**config.mk**
```make
export PLATFORM = sky130hd
export DESIGN_NAME = moisture_channel_calibrate_scale
export DESIGN_NICKNAME = d
export VERILOG_FILES = /design/src/hdl/mccs_pkg.sv /design/src/hdl/moisture_channel_calibrate_scale.sv
export SDC_FILE = /design/constraint.sdc
export NUM_CORES = 1
export LEC_CHECK = 0
export ABC_AREA = 1
export BUFFER_PORTS_ARGS = -buffer_cell sky130_fd_sc_hd__clkbuf_2
export CORE_MARGIN = 2
export CORE_UTILIZATION = 40
export DETAILED_ROUTE_END_ITERATION = 12
export PLACE_DENSITY = 0.65
export SLEW_MARGIN = 40
export SYNTH_ARGS = -nofsm -noshare
export SYNTH_HDL_FRONTEND = slang
export SYNTH_SLANG_ARGS = --single-unit
```
**constraint.sdc**
```tcl
create_clock -name aclk -period 19 [get_ports aclk]
set_clock_uncertainty 0.2 [all_clocks]
set_input_delay 3.8 -clock aclk [delete_from_list [all_inputs] [get_ports aclk]]
set_output_delay 3.8 -clock aclk [all_outputs]
set_load 0.02 [all_outputs]
```
**src/hdl/mccs_pkg.sv**
```systemverilog
// ----------------------------------------------------------------------------
// mccs_pkg: shared types and constants of the moisture channel conditioner
// Word layouts of the sample and result channels, register indexes, result
// kinds and the sequencer states.
// ----------------------------------------------------------------------------
package mccs_pkg;

    // Field widths.
    localparam int SAMPLE_W   = 10;
    localparam int BOUND_W    = 11;
    localparam int CNT_W      = 16;
    localparam int GRAPH_W    = 8;
    localparam int STATUS_W   = 2;
    localparam int KIND_W     = 2;
    localparam int CFG_IDX_W  = 3;
    localparam int CFG_DATA_W = 10;

    // Tracker start value on a calibration restart, and the reset air bound.
    localparam int SAMPLE_BITS = 10;
    localparam logic [BOUND_W-1:0] CAL_MIN_INIT = BOUND_W'(1 << SAMPLE_BITS);
    localparam logic [SAMPLE_W-1:0] AIR_INIT = '1;

    // Quotient bits produced by the serial divider.
    localparam int QUO_W   = 8;
    localparam int QCNT_W  = $clog2(QUO_W);

    // Configuration register indexes.
    localparam logic [CFG_IDX_W-1:0] REG_RUNNING     = 3'd0;
    localparam logic [CFG_IDX_W-1:0] REG_CONFIG_MENU = 3'd1;
    localparam logic [CFG_IDX_W-1:0] REG_CALIBRATING = 3'd2;
    localparam logic [CFG_IDX_W-1:0] REG_AIR_VALUE   = 3'd3;
    localparam logic [CFG_IDX_W-1:0] REG_WATER_VALUE = 3'd4;

    // Result kinds.
    localparam logic [KIND_W-1:0] KIND_IGNORED = 2'd0;
    localparam logic [KIND_W-1:0] KIND_GRAPH   = 2'd1;
    localparam logic [KIND_W-1:0] KIND_CAL     = 2'd2;
    localparam logic [KIND_W-1:0] KIND_MOTOR   = 2'd3;

    // Input request types.
    localparam logic REQ_SAMPLE = 1'b0;
    localparam logic REQ_MOTOR  = 1'b1;

    typedef struct packed {
        logic                req_type;
        logic [SAMPLE_W-1:0] sample_value;
        logic [STATUS_W-1:0] sample_status;
        logic                sample_valid;
        logic                motor_on;
    } in_item_t;

    typedef struct packed {
        logic [KIND_W-1:0]   result_kind;
        logic [GRAPH_W-1:0]  graph_value;
        logic                graph_motor;
        logic [STATUS_W-1:0] graph_status;
        logic [SAMPLE_W-1:0] clamped_value;
        logic [SAMPLE_W-1:0] air_bound;
        logic [BOUND_W-1:0]  water_bound;
        logic                bounds_dirty;
        logic [CNT_W-1:0]    error_count;
        logic [CNT_W-1:0]    reading_count;
    } out_item_t;

    typedef enum logic [2:0] {
        ST_IDLE,
        ST_MUL,
        ST_CHK,
        ST_DIV,
        ST_DONE
    } state_t;

endpackage

```
**src/hdl/moisture_channel_calibrate_scale.sv**
```systemverilog
// ----------------------------------------------------------------------------
// moisture_channel_calibrate_scale: soil moisture sample conditioner
// Tracks calibration bounds, clamps each sample, scales it to a graph point
// with a bit-serial divider and keeps saturating reading and error counters.
// ----------------------------------------------------------------------------
// One word in gives one word out. A motor event, a menu sample or a sample
// while stopped passes from the accept cycle through the DONE state to the
// output register. A graph point passes through the MUL, CHK, DIV and DONE
// states. Tracking and clamping settle in the accept cycle. MUL multiplies by
// GRAPH_MAX, CHK checks for overflow and DIV runs the restoring divider, which
// produces one quotient bit per cycle. DONE loads the output register once it
// is free. A new word is taken as soon as the previous one has moved to the
// output register, even if that result still waits for m_ready. Configuration
// writes are taken at any time (cfg_ready is always high) and must only be
// issued while idle.
module moisture_channel_calibrate_scale #(
    parameter int GRAPH_MAX = 255
) (
    input  logic                                aclk,
    input  logic                                aresetn,
    // sample / motor event channel
    input  logic                                s_valid,
    output logic                                s_ready,
    input  mccs_pkg::in_item_t                  s_data,
    // result channel
    output logic                                m_valid,
    input  logic                                m_ready,
    output mccs_pkg::out_item_t                 m_data,
    // configuration write channel
    input  logic                                cfg_valid,
    output logic                                cfg_ready,
    input  logic [mccs_pkg::CFG_IDX_W-1:0]      cfg_index,
    input  logic [mccs_pkg::CFG_DATA_W-1:0]     cfg_data
);
    import mccs_pkg::*;

    // Scaling widths follow from GRAPH_MAX.
    localparam int GM_W  = $clog2(GRAPH_MAX + 1);
    localparam int NUM_W = SAMPLE_W + GM_W;
    localparam int CMP_W = (NUM_W > BOUND_W + QUO_W) ? NUM_W : BOUND_W + QUO_W;
    localparam logic [GM_W-1:0] GM_VAL = GM_W'(GRAPH_MAX);

    // ------------------------------------------------------------------
    // Channel state
    // ------------------------------------------------------------------
    logic                running_reg,       running_next;
    logic                menu_reg,          menu_next;
    logic                calibrating_reg,   calibrating_next;
    logic [BOUND_W-1:0]  cal_min_reg,       cal_min_next;
    logic [SAMPLE_W-1:0] cal_max_reg,       cal_max_next;
    logic [SAMPLE_W-1:0] air_work_reg,      air_work_next;
    logic [BOUND_W-1:0]  water_work_reg,    water_work_next;
    logic [SAMPLE_W-1:0] level_reg,         level_next;
    logic                motor_now_reg,     motor_now_next;
    logic                motor_pending_reg, motor_pending_next;
    logic                dirty_reg,         dirty_next;
    logic [CNT_W-1:0]    invalid_cnt_reg,   invalid_cnt_next;
    logic [CNT_W-1:0]    sample_cnt_reg,    sample_cnt_next;

    // Sequencer and serial scaling datapath.
    state_t              state_reg, state_next;
    logic [QCNT_W-1:0]   div_cnt_reg, div_cnt_next;
    logic [SAMPLE_W-1:0] xmag_reg;      // |clamped - air|
    logic                xneg_reg;
    logic [BOUND_W-1:0]  dmag_reg;      // |water - air|
    logic                dneg_reg;
    logic                dzero_reg;
    logic [NUM_W-1:0]    num_reg;
    logic [BOUND_W-1:0]  rem_reg;
    logic [QUO_W-1:0]    lo_reg;        // dividend low bits, then quotient
    logic                ovf_reg;
    out_item_t           hold_reg;      // result fields waiting on the divider

    // Output register.
    logic                m_valid_reg, m_valid_next;
    out_item_t           m_data_reg;

    // ------------------------------------------------------------------
    // Handshake decode
    // ------------------------------------------------------------------
    logic in_fire;
    logic cfg_fire;
    logic out_load;

    assign cfg_ready = 1'b1;
    assign cfg_fire  = cfg_valid && cfg_ready;
    assign in_fire   = s_valid && s_ready;

    // ------------------------------------------------------------------
    // Per-sample front end: tracking, clamping and scaling operands
    // ------------------------------------------------------------------
    logic                is_graph;
    logic [KIND_W-1:0]   kind;
    logic [BOUND_W-1:0]  trk_min;
    logic [SAMPLE_W-1:0] trk_max;
    logic [SAMPLE_W-1:0] air_eff;
    logic [BOUND_W-1:0]  water_eff;
    logic                bounds_moved;
    logic [SAMPLE_W-1:0] clamped;
    logic                x_neg;
    logic [SAMPLE_W-1:0] x_mag;
    logic                d_neg;
    logic [BOUND_W-1:0]  d_mag;
    logic [BOUND_W-1:0]  smp_ext;
    logic [BOUND_W-1:0]  air_ext;

    always_comb begin
        smp_ext = {1'b0, s_data.sample_value};

        if (s_data.req_type == REQ_MOTOR) begin
            kind = KIND_MOTOR;
        end else if (menu_reg) begin
            kind = KIND_CAL;
        end else if (running_reg) begin
            kind = KIND_GRAPH;
        end else begin
            kind = KIND_IGNORED;
        end
        is_graph = (kind == KIND_GRAPH);

        // Trackers widen the bounds to the sample while calibrating.
        trk_min = (smp_ext < cal_min_reg) ? smp_ext : cal_min_reg;
        trk_max = (s_data.sample_value > cal_max_reg) ? s_data.sample_value : cal_max_reg;
        air_eff   = calibrating_reg ? trk_max : air_work_reg;
        water_eff = calibrating_reg ? trk_min : water_work_reg;
        bounds_moved = calibrating_reg &&
                       ((air_work_reg != trk_max) || (water_work_reg != trk_min));

        // Water bound is tested first; inverted bounds pick one of the two.
        if (smp_ext < water_eff) begin
            clamped = water_eff[SAMPLE_W-1:0];
        end else if (s_data.sample_value > air_eff) begin
            clamped = air_eff;
        end else begin
            clamped = s_data.sample_value;
        end

        air_ext = {1'b0, air_eff};
        x_neg = (clamped < air_eff);
        x_mag = x_neg ? (air_eff - clamped) : (clamped - air_eff);
        d_neg = (water_eff < air_ext);
        d_mag = d_neg ? (air_ext - water_eff) : (water_eff - air_ext);
    end

    // ------------------------------------------------------------------
    // State next values: configuration writes, then accepted words
    // ------------------------------------------------------------------
    always_comb begin
        running_next       = running_reg;
        menu_next          = menu_reg;
        calibrating_next   = calibrating_reg;
        cal_min_next       = cal_min_reg;
        cal_max_next       = cal_max_reg;
        air_work_next      = air_work_reg;
        water_work_next    = water_work_reg;
        level_next         = level_reg;
        motor_now_next     = motor_now_reg;
        motor_pending_next = motor_pending_reg;
        dirty_next         = dirty_reg;
        invalid_cnt_next   = invalid_cnt_reg;
        sample_cnt_next    = sample_cnt_reg;

        if (cfg_fire) begin
            case (cfg_index)
                REG_RUNNING: begin
                    // A change of the run state restarts the error count.
                    if (cfg_data[0] != running_reg) begin
                        invalid_cnt_next = '0;
                    end
                    running_next = cfg_data[0];
                    dirty_next   = 1'b0;
                end
                REG_CONFIG_MENU: begin
                    menu_next  = cfg_data[0];
                    dirty_next = 1'b0;
                end
                REG_CALIBRATING: begin
                    calibrating_next = cfg_data[0];
                    if (cfg_data[0]) begin
                        cal_min_next = CAL_MIN_INIT;
                        cal_max_next = '0;
                    end
                    dirty_next = 1'b0;
                end
                REG_AIR_VALUE: begin
                    air_work_next = cfg_data[SAMPLE_W-1:0];
                    dirty_next    = 1'b0;
                end
                REG_WATER_VALUE: begin
                    water_work_next = {1'b0, cfg_data[SAMPLE_W-1:0]};
                    dirty_next      = 1'b0;
                end
                default: begin
                    // drop writes beyond the register list
                end
            endcase
        end else if (in_fire) begin
            if (kind == KIND_MOTOR) begin
                motor_now_next = s_data.motor_on;
                if (s_data.motor_on) begin
                    motor_pending_next = 1'b1;
                end
            end else if (is_graph) begin
                if (sample_cnt_reg != '1) begin
                    sample_cnt_next = sample_cnt_reg + 1'b1;
                end
                if (calibrating_reg) begin
                    cal_min_next    = trk_min;
                    cal_max_next    = trk_max;
                    air_work_next   = trk_max;
                    water_work_next = trk_min;
                    if (bounds_moved) begin
                        dirty_next = 1'b1;
                    end
                end
                level_next         = clamped;
                motor_pending_next = 1'b0;
                if (!s_data.sample_valid && (invalid_cnt_reg != '1)) begin
                    invalid_cnt_next = invalid_cnt_reg + 1'b1;
                end
            end
        end
    end

    always_ff @(posedge aclk) begin
        if (!aresetn) begin
            running_reg       <= 1'b0;
            menu_reg          <= 1'b0;
            calibrating_reg   <= 1'b0;
            cal_min_reg       <= CAL_MIN_INIT;
            cal_max_reg       <= '0;
            air_work_reg      <= AIR_INIT;
            water_work_reg    <= '0;
            level_reg         <= '0;
            motor_now_reg     <= 1'b0;
            motor_pending_reg <= 1'b0;
            dirty_reg         <= 1'b0;
            invalid_cnt_reg   <= '0;
            sample_cnt_reg    <= '0;
        end else begin
            running_reg       <= running_next;
            menu_reg          <= menu_next;
            calibrating_reg   <= calibrating_next;
            cal_min_reg       <= cal_min_next;
            cal_max_reg       <= cal_max_next;
            air_work_reg      <= air_work_next;
            water_work_reg    <= water_work_next;
            level_reg         <= level_next;
            motor_now_reg     <= motor_now_next;
            motor_pending_reg <= motor_pending_next;
            dirty_reg         <= dirty_next;
            invalid_cnt_reg   <= invalid_cnt_next;
            sample_cnt_reg    <= sample_cnt_next;
        end
    end

    // ------------------------------------------------------------------
    // Sequencer: next state
    // ------------------------------------------------------------------
    always_comb begin
        state_next   = state_reg;
        div_cnt_next = div_cnt_reg;
        case (state_reg)
            ST_IDLE: begin
                if (in_fire) begin
                    state_next = is_graph ? ST_MUL : ST_DONE;
                end
            end
            ST_MUL: begin
                state_next = ST_CHK;
            end
            ST_CHK: begin
                div_cnt_next = '0;
                state_next   = ST_DIV;
            end
            ST_DIV: begin
                // Advance one quotient bit a cycle; the counter wraps to zero.
                div_cnt_next = div_cnt_reg + 1'b1;
                if (div_cnt_reg == QCNT_W'(QUO_W - 1)) begin
                    state_next = ST_DONE;
                end
            end
            ST_DONE: begin
                if (out_load) begin
                    state_next = ST_IDLE;
                end
            end
            default: begin
                state_next = ST_IDLE;
            end
        endcase
    end

    // ------------------------------------------------------------------
    // Sequencer: outputs
    // ------------------------------------------------------------------
    always_comb begin
        s_ready  = (state_reg == ST_IDLE);
        out_load = (state_reg == ST_DONE) && (!m_valid_reg || m_ready);
    end

    always_ff @(posedge aclk) begin
        if (!aresetn) begin
            state_reg   <= ST_IDLE;
            div_cnt_reg <= '0;
        end else begin
            state_reg   <= state_next;
            div_cnt_reg <= div_cnt_next;
        end
    end

    // ------------------------------------------------------------------
    // Serial scaling datapath
    // ------------------------------------------------------------------
    logic [BOUND_W:0]    div_trial;
    logic [BOUND_W:0]    div_diff;
    logic                div_ge;
    logic [CMP_W-1:0]    num_cmp;
    logic [CMP_W-1:0]    den_cmp;

    always_comb begin
        div_trial = {rem_reg, lo_reg[QUO_W-1]};
        div_ge    = (div_trial >= {1'b0, dmag_reg});
        div_diff  = div_trial - {1'b0, dmag_reg};
        num_cmp   = CMP_W'(num_reg);
        den_cmp   = CMP_W'(dmag_reg) << QUO_W;
    end

    always_ff @(posedge aclk) begin
        case (state_reg)
            ST_IDLE: begin
                if (in_fire) begin
                    // Capture operands and every field but the graph value.
                    xmag_reg  <= x_mag;
                    xneg_reg  <= x_neg;
                    dmag_reg  <= d_mag;
                    dneg_reg  <= d_neg;
                    dzero_reg <= (d_mag == '0);
                    hold_reg.result_kind   <= kind;
                    hold_reg.graph_value   <= '0;
                    hold_reg.graph_motor   <= is_graph && (motor_now_reg || motor_pending_reg);
                    hold_reg.graph_status  <= is_graph ? s_data.sample_status : '0;
                    hold_reg.clamped_value <= is_graph ? clamped : '0;
                    hold_reg.air_bound     <= air_work_next;
                    hold_reg.water_bound   <= water_work_next;
                    hold_reg.bounds_dirty  <= dirty_next;
                    hold_reg.error_count   <= invalid_cnt_next;
                    hold_reg.reading_count <= sample_cnt_next;
                end
            end
            ST_MUL: begin
                num_reg <= NUM_W'(xmag_reg) * NUM_W'(GM_VAL);
            end
            ST_CHK: begin
                // Quotient of 256 or more saturates; otherwise eight bits remain.
                ovf_reg <= (num_cmp >= den_cmp);
                rem_reg <= BOUND_W'(num_reg >> QUO_W);
                lo_reg  <= num_reg[QUO_W-1:0];
            end
            ST_DIV: begin
                rem_reg <= div_ge ? div_diff[BOUND_W-1:0] : div_trial[BOUND_W-1:0];
                lo_reg  <= {lo_reg[QUO_W-2:0], div_ge};
            end
            default: begin
                // hold
            end
        endcase
    end

    // ------------------------------------------------------------------
    // Result: sign, saturation and the output register
    // ------------------------------------------------------------------
    logic               q_neg;
    logic [GRAPH_W-1:0] graph_final;
    out_item_t          result_word;

    always_comb begin
        q_neg = xneg_reg ^ dneg_reg;
        if ((hold_reg.result_kind != KIND_GRAPH) || dzero_reg) begin
            graph_final = '0;
        end else if (q_neg && (ovf_reg || (lo_reg != '0))) begin
            graph_final = '0;           // negative quotient clips to zero
        end else if (ovf_reg) begin
            graph_final = '1;
        end else begin
            graph_final = lo_reg;
        end
        result_word             = hold_reg;
        result_word.graph_value = graph_final;
        m_valid_next = out_load || (m_valid_reg && !m_ready);
    end

    always_ff @(posedge aclk) begin
        if (!aresetn) begin
            m_valid_reg <= 1'b0;
        end else begin
            m_valid_reg <= m_valid_next;
        end
    end

    always_ff @(posedge aclk) begin
        if (out_load) begin
            m_data_reg <= result_word;
        end
    end

    assign m_valid = m_valid_reg;
    assign m_data  = m_data_reg;

    // ------------------------------------------------------------------
    // Assertions
    // ------------------------------------------------------------------
    a_graph_to_mul: assert property (@(posedge aclk) disable iff (!aresetn)
        (in_fire && is_graph) |=> (state_reg == ST_MUL))
        else $error("graph sample did not start the scaler");

    a_div_cnt_idle: assert property (@(posedge aclk) disable iff (!aresetn)
        (state_reg != ST_DIV) |-> (div_cnt_reg == '0))
        else $error("divider count left nonzero outside the divide loop");

    a_water_range: assert property (@(posedge aclk) disable iff (!aresetn)
        water_work_reg <= CAL_MIN_INIT)
        else $error("water bound out of range");

    a_flat_zero: assert property (@(posedge aclk) disable iff (!aresetn)
        (m_valid_reg && (m_data_reg.result_kind == KIND_GRAPH) &&
         (m_data_reg.water_bound == {1'b0, m_data_reg.air_bound}))
        |-> (m_data_reg.graph_value == '0))
        else $error("equal bounds gave a nonzero graph value");

    a_nongraph_clear: assert property (@(posedge aclk) disable iff (!aresetn)
        (m_valid_reg && (m_data_reg.result_kind != KIND_GRAPH))
        |-> ((m_data_reg.graph_value == '0) && (m_data_reg.clamped_value == '0)))
        else $error("non-graph result carries graph fields");

endmodule
```
# --- After elaboration in Yosys (flattened, before gate mapping) ---
# Cells that the tools add are included.
op_classes:
  add_sub_neg: 8
  n_mul: 1
  order_cmp: 8
  eq_ne: 24
  n_mux: 67
  n_bitwise: 2
  n_reduce_logical: 35
ops:
  columns: ["operator", "count"]
  rows:
  - ["$mux W16", 12]
  - ["$mux W11", 16]
  - ["$mux W10", 17]
  - ["$add A16 B1 Y16 const B", 2]
  - ["$ne A16 B16 Y1 const B", 2]
  - ["$lt A10 B11 Y1", 2]
  - ["$pmux W11 S2", 1]
  - ["$gt A10 B10 Y1", 2]
  - ["$sub A10 B10 Y10", 2]
  - ["$ge A18 B19 Y1", 1]
  - ["$mul A10 B8 Y18 const B", 1]
  - ["$pmux W8 S2", 1]
  - ["$pmux W3 S5", 1]
  - ["$eq A3 B2 Y1 const B", 4]
  - ["$ge A12 B11 Y1", 1]
  - ["$mux W3", 4]
  - ["$logic_not A11 Y1", 1]
  - ["$lt A11 B10 Y1", 1]
  - ["$mux W1", 11]
  - ["$ne A11 B11 Y1", 1]
  - ["$sub A10 B11 Y11", 1]
  - ["$sub A11 B10 Y11", 1]
  - ["$sub A11 B11 Y11", 1]
  - ["$lt A10 B10 Y1", 1]
  - ["other kinds (26)", 58]
totals:
  register_bits: 295
  inputBits: 33
  out_inout_bits: 80
  wordCells: 188

# --- Logic depth before layout (Yosys ltp) ---
# Gate-level depths: netlist of run 1.
depth:
  depth_word: 11
  mapped_depth: 46
  mapped_depth_nobuf: 43

# --- Least setup slack after synthesis of run 1 ---
# OpenSTA, ideal clock, no wires.
synth_timing:
  path_kind: "input to register"
  startpoint: "in s_valid"
  endpoint: "reg hold_reg[31] (netlist name) (data pin)"
  setup_time_ns: 0.263
  t_arrival_ns: 9.645
  required_time_ns: 18.537
  path_slack_ns: 8.892
  path_stages: 16
  n_path_buf: 0
  path_cell_list: "inv_1 nor2_1 inv_1 nor2_1 inv_1 nor2_2 inv_1 nor2_2 inv_1 nor2_1 inv_1 nor2_1 nand4_1 or2_2 nand3_1 o21ai_1"
synth_between:
  elab_chain_cells: 3
synth_lines:
  columns: ["element", "line_no", "text"]
  rows:
  - ["start: declaration", "moisture_channel_calibrate_scale.sv:22", "input logic s_valid,"]
  - ["$logic_and A1 B1 Y1", "moisture_channel_calibrate_scale.sv:87", "assign in_fire = s_valid && s_ready;"]
  - ["$mux W16", "moisture_channel_calibrate_scale.sv:197", "end else if (in_fire) begin"]
  - ["$mux W16", "moisture_channel_calibrate_scale.sv:163", "if (cfg_fire) begin"]
  - ["net invalid_cnt_next[15]", "moisture_channel_calibrate_scale.sv:57", "logic [CNT_W-1:0] invalid_cnt_reg, invalid_cnt_next;"]
  - ["end: declaration", "moisture_channel_calibrate_scale.sv:72", "out_item_t hold_reg;"]
# The timed path passes the listed nets, and every way through them passes these cells.
# A chain may end at the register's enable or synchronous reset.

# --- Worst setup path after layout of run 1 ---
layout_timing:
  startpoint: "in s_data[7] (netlist name)"
  endpoint: "reg xmag_reg[9] (data pin)"
layout_between:
  elab_chain_cells: 8
  elab_cells_between_ends: 14
  cone_classes: "2 x add/sub; 5 x order compare; 7 x mux"
layout_lines:
  columns: ["element", "line_no", "text"]
  rows:
  - ["start: declaration", "moisture_channel_calibrate_scale.sv:24", "input mccs_pkg::in_item_t s_data,"]
  - ["$gt A10 B10 Y1", "moisture_channel_calibrate_scale.sv:123", "trk_max = (s_data.sample_value > cal_max_reg) ? s_data.sample_value : cal_max_reg;"]
  - ["$mux W10", "moisture_channel_calibrate_scale.sv:123", null]
  - ["$mux W10", "moisture_channel_calibrate_scale.sv:124", "air_eff = calibrating_reg ? trk_max : air_work_reg;"]
  - ["$gt A10 B10 Y1", "moisture_channel_calibrate_scale.sv:132", "end else if (s_data.sample_value > air_eff) begin"]
  - ["$mux W10", "moisture_channel_calibrate_scale.sv:132", null]
  - ["$mux W10", "moisture_channel_calibrate_scale.sv:130", "if (smp_ext < water_eff) begin"]
  - ["$sub A10 B10 Y10 / $lt A10 B10 Y1 (equally long branches)", "moisture_channel_calibrate_scale.sv:140, moisture_channel_calibrate_scale.sv:139", null]
  - ["$mux W10 (*)", "moisture_channel_calibrate_scale.sv:140", "x_mag = x_neg ? (air_eff - clamped) : (clamped - air_eff);"]
  - ["net x_mag[9]", "moisture_channel_calibrate_scale.sv:101", "logic [SAMPLE_W-1:0] x_mag;"]
  - ["end signal: assignment", "moisture_channel_calibrate_scale.sv:334", "xmag_reg <= x_mag;"]
  - ["end: declaration", "moisture_channel_calibrate_scale.sv:63", "logic [SAMPLE_W-1:0] xmag_reg;"]
# The timed path passes the listed nets; every way through them passes the cells marked *.

==> metrics.md, run 1 <==
| Metric | Value |
|---|---|
| Status | `finished clean` |
| Setup TNS Final | `0 ps` |
| Clk buf depth | `3` |
| Unrepaired setup endpoints after global routing | `false` |
| Die ar. | `45900 sq um` |
| Post-synth EDFFs | `~210` |
| Pwr/cell area | `about 150 nW/um^2` |
| # fillers | `around 4300` |
| Peak VDD IR | `between 0.00015 and 0.0002 V` |
| Routed WL | `46.0 mm` |
| Final min period | `9480 ps` |
| Die span in y | `approximately 210 microns` |
| RePlAce Congestion | `approximately 0.96` |
| Die Wd | `214 microns` |
| NetSw | `roughly 1.1 mW` |
| Syn Area/Cell | `about 9 sq um` |
| Comb power frac | `48.9%` |
| Slowest stage delay, CP | `420 ps` |
| Top cells by count, synth | `380 x nand2_1, 346 x inv_1, 208 x edfxtp_1` |
| Finished Layout Cells | `2738` |
| P_leak | `about 8.8 nW` |
| Post-Syn Area | `between 15000 and 20000 sq um` |
| Top-count cell post-synth | `nand2_1` |
| Async SR Flop Fraction | `0%` |
| Final instance area | `20000 sq um` |
| Worst path slowest cell | `a211oi_1` |
| Final core utilization | `45.6%` |
| Hold-fix buffers, CTS | `0` |
| # resized after CTS | `0` |
| Worst setup margin | `between 9000 and 10000 ps` |
| Antenna violations before repair | `0` |
| Max-slew violation count | `0` |
| Post-CTS Repair Setup Buffers | `0` |
| Max reg flops | `just under 80` |
| DRC | `0` |
| Cell variety after synth | `about 50` |
| ANT nets after route | `0` |
| Gr ovfl total | `0` |
| Average wire per standard cell | `16.8 microns` |
| DRT iter0 DRCs | `1049` |
| Synth Warn # | `0` |
| Area delta synth->final | `13.3%` |
| Synth Flop Type | `edfxtp_1` |
| Slew headroom | `a little under half` |
| TritonCTS Buffers | `34` |
| Share of cells above drive strength 1 | `between 10% and 20%` |
| Hpwl dp | `approximately 35 mm` |
| Worst Path Arrival | `between 9000 and 10000 ps` |
| Clock transition at path regs | `60 ps` |
| Post-Place Worst Slack | `between 9000 and 10000 ps` |
| Post-synthesis sequential area ratio | `about 45%` |
| Via count | `about 14000` |
| Post-synthesis register bit count | `~300` |
| Global-route wire length before repair | `~73 mm` |
| Nature of the critical path endpoint | `flop` |
| Clock latency on the worst-skew pair | `around 550 ps` |
| Row count | `77` |
| CTS sink count | `between 200 and 300` |
| Final Hold Fails | `0` |
| CTS tree | `yes` |
| Setup violators final | `0` |
| Final cycle utilization of the critical path | `49.9%` |
| Critical path's top delay family | `simple AND/OR/NAND/NOR gates` |
| Root buf cell | `clkbuf_16` |
| GRT Total Usage | `19.9%` |
| CP Max Fanout | `19` |
| WP buf/inv | `6` |
| Via density | `roughly 5.1` |
| Antenna Cells | `0` |
| F_max | `roughly 0.11 GHz` |
| Critical path required time | `19090 ps` |
| Post-Synthesis Cells | `2007` |
| Port Buffers | `between 100 and 150` |
| Clock power share | `21.7%` |
| Cell Area, Placed | `approximately 19000 sq um` |
| Layout net count | `2329` |
| Pint | `1.83 mW` |
| Top-area cell type share of the netlist area | `between 30% and 40%` |
| Io pins | `between 100 and 150` |
| Critical path type | `in2reg` |
| Syn_nets | `between 2000 and 2500` |
| CP startpoint kind | `input pin` |
| Number of global-route vias before repair | `between 10000 and 15000` |
| Core area | `~44000 sq um` |
| CP dominant cell by count | `nand2_1` |
| Actual slew at the worst max-slew pin | `about 800 ps` |
| Yosys top cell by area | `edfxtp_1` |
| Part of the power in registers | `approximately 30%` |
| Switch share | `a little under two fifths` |
| Largest net degree at the start of global routing | `78` |
| Starting Density | `a little over 40%` |
| Top post-synthesis cells by area | `edfxtp_1 35%, dfxtp_1 9.9%, ha_1 9.3%, nand2_1 8.1%, inv_1 7.4%` |
| Worst hold-check path type | `reg2reg` |
| Max Cap Violations | `0` |
| Drt pass-1 iters | `5` |
| CTS H-tree depth | `2` |
| R2R Setup Slk | `approximately 13000 ps` |
| Placed cell count | `approximately 2700` |
## path summary, 6_finish.rpt
path | start | end | cells after the start
min | hold_reg[52] | m_data[52] | 0
max reg2reg | cal_max_reg[9] | xmag_reg[9] | 35
min reg2reg | hold_reg[52] | m_data[52] | 0
max | s_data[7] | xmag_reg[9] | 35
## layout by cell type (no fill, tap or decap), types with 78 or more instances in the layout
cell type	synthesis	layout
a21oi_1	172	171
o21ai_0	140	139
nand3_1	78	78
inv_1	346	345
edfxtp_1	208	208
nor2_1	123	121
dfxtp_1	87	87
clkbuf_2	0	111
nand2_1	380	378
ha_1	131	131
## logic make-up after synthesis
logic type	after synthesis	share of synthesized area (%)
buf+inv	404	8.70
simple gates	690	17.1
flops	295	45.2
compound gates	384	11.8
fa+ha+maj	175	14.3
other cells	1	0.0212
xor+xnor	58	2.88
## layer usage
metal  vias to the layer above  wire length, microns  GRT usage [%]
met1                      6661                 20900           27.4
met3                        79                  2460           3.06
met2                       393                 21400           32.4
met4                         0                  1250           6.16
met5                         -                     0              0
li1                       6859                     -              -
## area by class of cell
type,count,area (sq um),share of cell area [%]
Sequential cell,295,7990,39.9
Clock buffer,41,901,4.50
Tap cell,592,741,3.70
Clock inverter,20,195,0.975
Timing Repair Buffer,127,683,3.41
Inverter,355,1330,6.66
Multi-Input combinational cell,1308,8180,40.9
## power groups by stage
stage / combinational [mW] / clock (mW) / sequential (mW)
finish: 1.45 / 0.645 / 0.873
global route: 1.69 / 0.685 / 0.878
CTS: 1.47 / 0.661 / 0.874
detailed placement: 1.46 / 0 / 0.888
global placement: 1.43 / 0 / 0.887
floorplan: 1.16 / 0 / 0.897
## per-stage QoR
stage,hold WS [ps],power [mW]
after floorplan,200,2.06
after global placement,202,2.31
after detailed placement,205,2.35
after CTS,203,3.00
after global routing,221,3.25
final,212,2.97
Note: power is estimated with default switching activity, not from simulation.
==> inputs of run 2 (changes only) <==
--- a/config.mk
+++ b/config.mk
@@ -10,7 +10,7 @@
 export CORE_MARGIN = 2
 export CORE_UTILIZATION = 40
 export DETAILED_ROUTE_END_ITERATION = 12
-export PLACE_DENSITY = 0.65
+export PLACE_DENSITY = 0.68
 export SLEW_MARGIN = 40
 export SYNTH_ARGS = -nofsm -noshare
 export SYNTH_HDL_FRONTEND = slang
==> constraint.sdc (replaced) <==
create_clock -name aclk -period 8.2 [get_ports aclk]
set_clock_uncertainty 0.2 [all_clocks]
set_input_delay 1.64 -clock aclk [delete_from_list [all_inputs] [get_ports aclk]]
set_output_delay 1.64 -clock aclk [all_outputs]
set_load 0.02 [all_outputs]
==> metrics.md, run 2 (synthesis gave the netlist of run 1 again) <==
| Metric | Value |
|---|---|
| Final instance area | `19900 sq um (-0.54%)` |
| Io pins | `113 (unchanged)` |
| Slowest stage delay, CP | `410 ps (about the same)` |
| Actual slew at the worst max-slew pin | `837 ps (+35.0 ps)` |
| Clk buf depth | `3 (unchanged)` |
| CP startpoint kind | `input pin` |
| Most frequent cells in the layout | `378 x nand2_1, 345 x inv_1, 208 x edfxtp_1` |
| Via count | `13887 (-0.75%)` |
| Worst hold start | `hold_reg[38]` |
| Port Buffers | `111 (unchanged)` |
| CP dominant cell by count | `nand2_1` |
| Core area | `43900 sq um (unchanged)` |
| TritonCTS Buffers | `31 (-8.8%)` |
| Die Wd | `214 microns (unchanged)` |
| Routed WL | `45.0 mm (-2.1%)` |
| CTS sink count | `295 (unchanged)` |
| Setup violators final | `0 (unchanged)` |
| Hold Path Depth | `0 (unchanged)` |
| Antenna violations before repair | `0 (unchanged)` |
| CP Max Fanout | `19 (unchanged)` |
| Worst path slowest cell | `a211oi_1` |
| Antenna Cells | `0 (unchanged)` |
| Die span in y | `214 microns (unchanged)` |
| Worst-case hold slack | `217 ps (+4.95 ps)` |
| Clock latency on the worst-skew pair | `590 ps (+40 ps)` |
| Average wire per standard cell | `16.5 microns (-2.0%)` |
| Clock transition at path regs | `60 ps (about the same)` |
| GRT Total Usage | `19.3% (-0.64 points)` |
| Via density | `5.08 (-0.64%)` |
| Critical path required time | `8330 ps (-10760 ps)` |
| Hold-fix buffers, CTS | `0 (unchanged)` |
| Final min period | `~7200 ps` |
| FF-to-FF Start | `cal_max_reg[7]` |
| Peak VDD IR | `0.000409 V (+150%)` |
| Starting Density | `40.2% (unchanged)` |
| ANT nets after route | `0 (unchanged)` |
| Share of cells above drive strength 1 | `10.7% (-0.17 points)` |
| Placed cell count | `2679 (+0.075%)` |
| Setup TNS Final | `0 ps (unchanged)` |
| Number of global-route vias before repair | `13507 (+0.074%)` |
| # resized after CTS | `0 (unchanged)` |
| CTS tree | `yes` |
| DRC | `0 (unchanged)` |
| Worst Path Arrival | `7320 ps (-2260 ps)` |
| DRT iter0 DRCs | `1065 (+1.5%)` |
| R2r endpoint | `xmag_reg[9]` |
| Post-Place Worst Slack | `517 ps (-8590 ps)` |
| Gr ovfl total | `0 (unchanged)` |
| Hold Path Sink | `m_data[38]` |
| Slew headroom | `43.9% (-2.3 points)` |
| Finished Layout Cells | `2735 (-0.11%)` |
| Commonest non-fill, non-tap cell in the layout | `nand2_1` |
| Die ar. | `45900 sq um (unchanged)` |
| Nature of the critical path endpoint | `flop` |
| Unrepaired setup endpoints after global routing | `false` |
| Max Cap Violations | `0 (unchanged)` |
| Worst setup margin | `1020 ps (-8500 ps)` |
| Max-slew violation count | `0 (unchanged)` |
| Worst Reg-to-Reg Cells | `35 (unchanged)` |
| Final core utilization | `45.3% (-0.24 points)` |
| Worst hold-check path type | `reg2reg` |
| Post-CTS Repair Setup Buffers | `0 (unchanged)` |
| F_max | `between 0.1 and 0.15 GHz` |
| Max reg flops | `77 (unchanged)` |
| R2R Setup Slk | `1890 ps (-10700 ps)` |
| Final total power | `6.74 mW (+130%)` |
| Final Hold Fails | `0 (unchanged)` |
| Drt pass-1 iters | `5 (unchanged)` |
| Final cycle utilization of the critical path | `between 80 and 90%` |
| Cell Area, Placed | `18900 sq um (about the same)` |
| Pwr/cell area | `339 nW/um^2 (+130%)` |
| Area delta synth->final | `12.7%` |
| Global-route wire length before repair | `71.5 mm (-2.1%)` |
| Status | `finished clean` |
| Critical path type | `in2reg` |
| WP buf/inv | `6 (unchanged)` |
| Critical path's top delay family | `simple AND/OR/NAND/NOR gates` |
| # fillers | `4269 (+0.28%)` |
| Largest net degree at the start of global routing | `74 (-5.1%)` |
| Layout net count | `2328 (-0.043%)` |
| RePlAce Congestion | `0.979 (+1.5%)` |
| CTS H-tree depth | `1 (-1)` |
| Row count | `77 (unchanged)` |
| Root buf cell | `clkbuf_16` |
| P_leak | `8.73 nW (-0.60%)` |
| Hpwl dp | `35.0 mm (-0.72%)` |
run 2: changes by cell type in the layout (fill, tap and decap cells not counted), sizes merged:
| cell | delta |
|---|---|
| clkinvlp | +1 |
| clkbuf | -1 |
| clkinv | -3 |
| inv | -2 |
| buf | +2 |
run 2: layer usage:
metal,global-route usage (%),share of wire (%),up-vias
met5,0,0,-
met4,6.13,3.4,0
met3,2.57,5.4,103
met2,32.0,46,482
met1,26.2,45,6449
li1,-,-,6853
run 2: how the worst max path moves through the flow:
stage | cells after the start | start | slack, ps | to
finish | 35 | s_data[10] | 1020 | xmag_reg[9]
global route | 36 | s_data[9] | 460 | xmag_reg[9]
global placement | 36 | s_data[13] | 600 | xmag_reg[9]
CTS | 35 | s_data[13] | 1130 | xmag_reg[9]
floorplan | 16 | s_valid | 250 | hold_reg[31]
detailed placement | 35 | s_data[13] | 520 | xmag_reg[9]
run 2: report_power, final:
part | total (mW) | switching [mW] | internal, mW
sequential | 2.02 | 0.0606 | 1.96
combinational | 3.36 | 1.94 | 1.43
clock | 1.36 | 0.580 | 0.776
total | 6.74 | 2.58 | 4.16
run 2: layout make-up:
class / instances / area (sq um) / share of cell area, %
clock buffers: 40 / 830 / 4.17
clock inverters: 16 / 148 / 0.742
well taps: 592 / 741 / 3.72
inverters: 355 / 1330 / 6.69
multi-input cells: 1308 / 8180 / 41.1
repair buffers: 129 / 694 / 3.49
flip-flops and latches: 295 / 7990 / 40.1
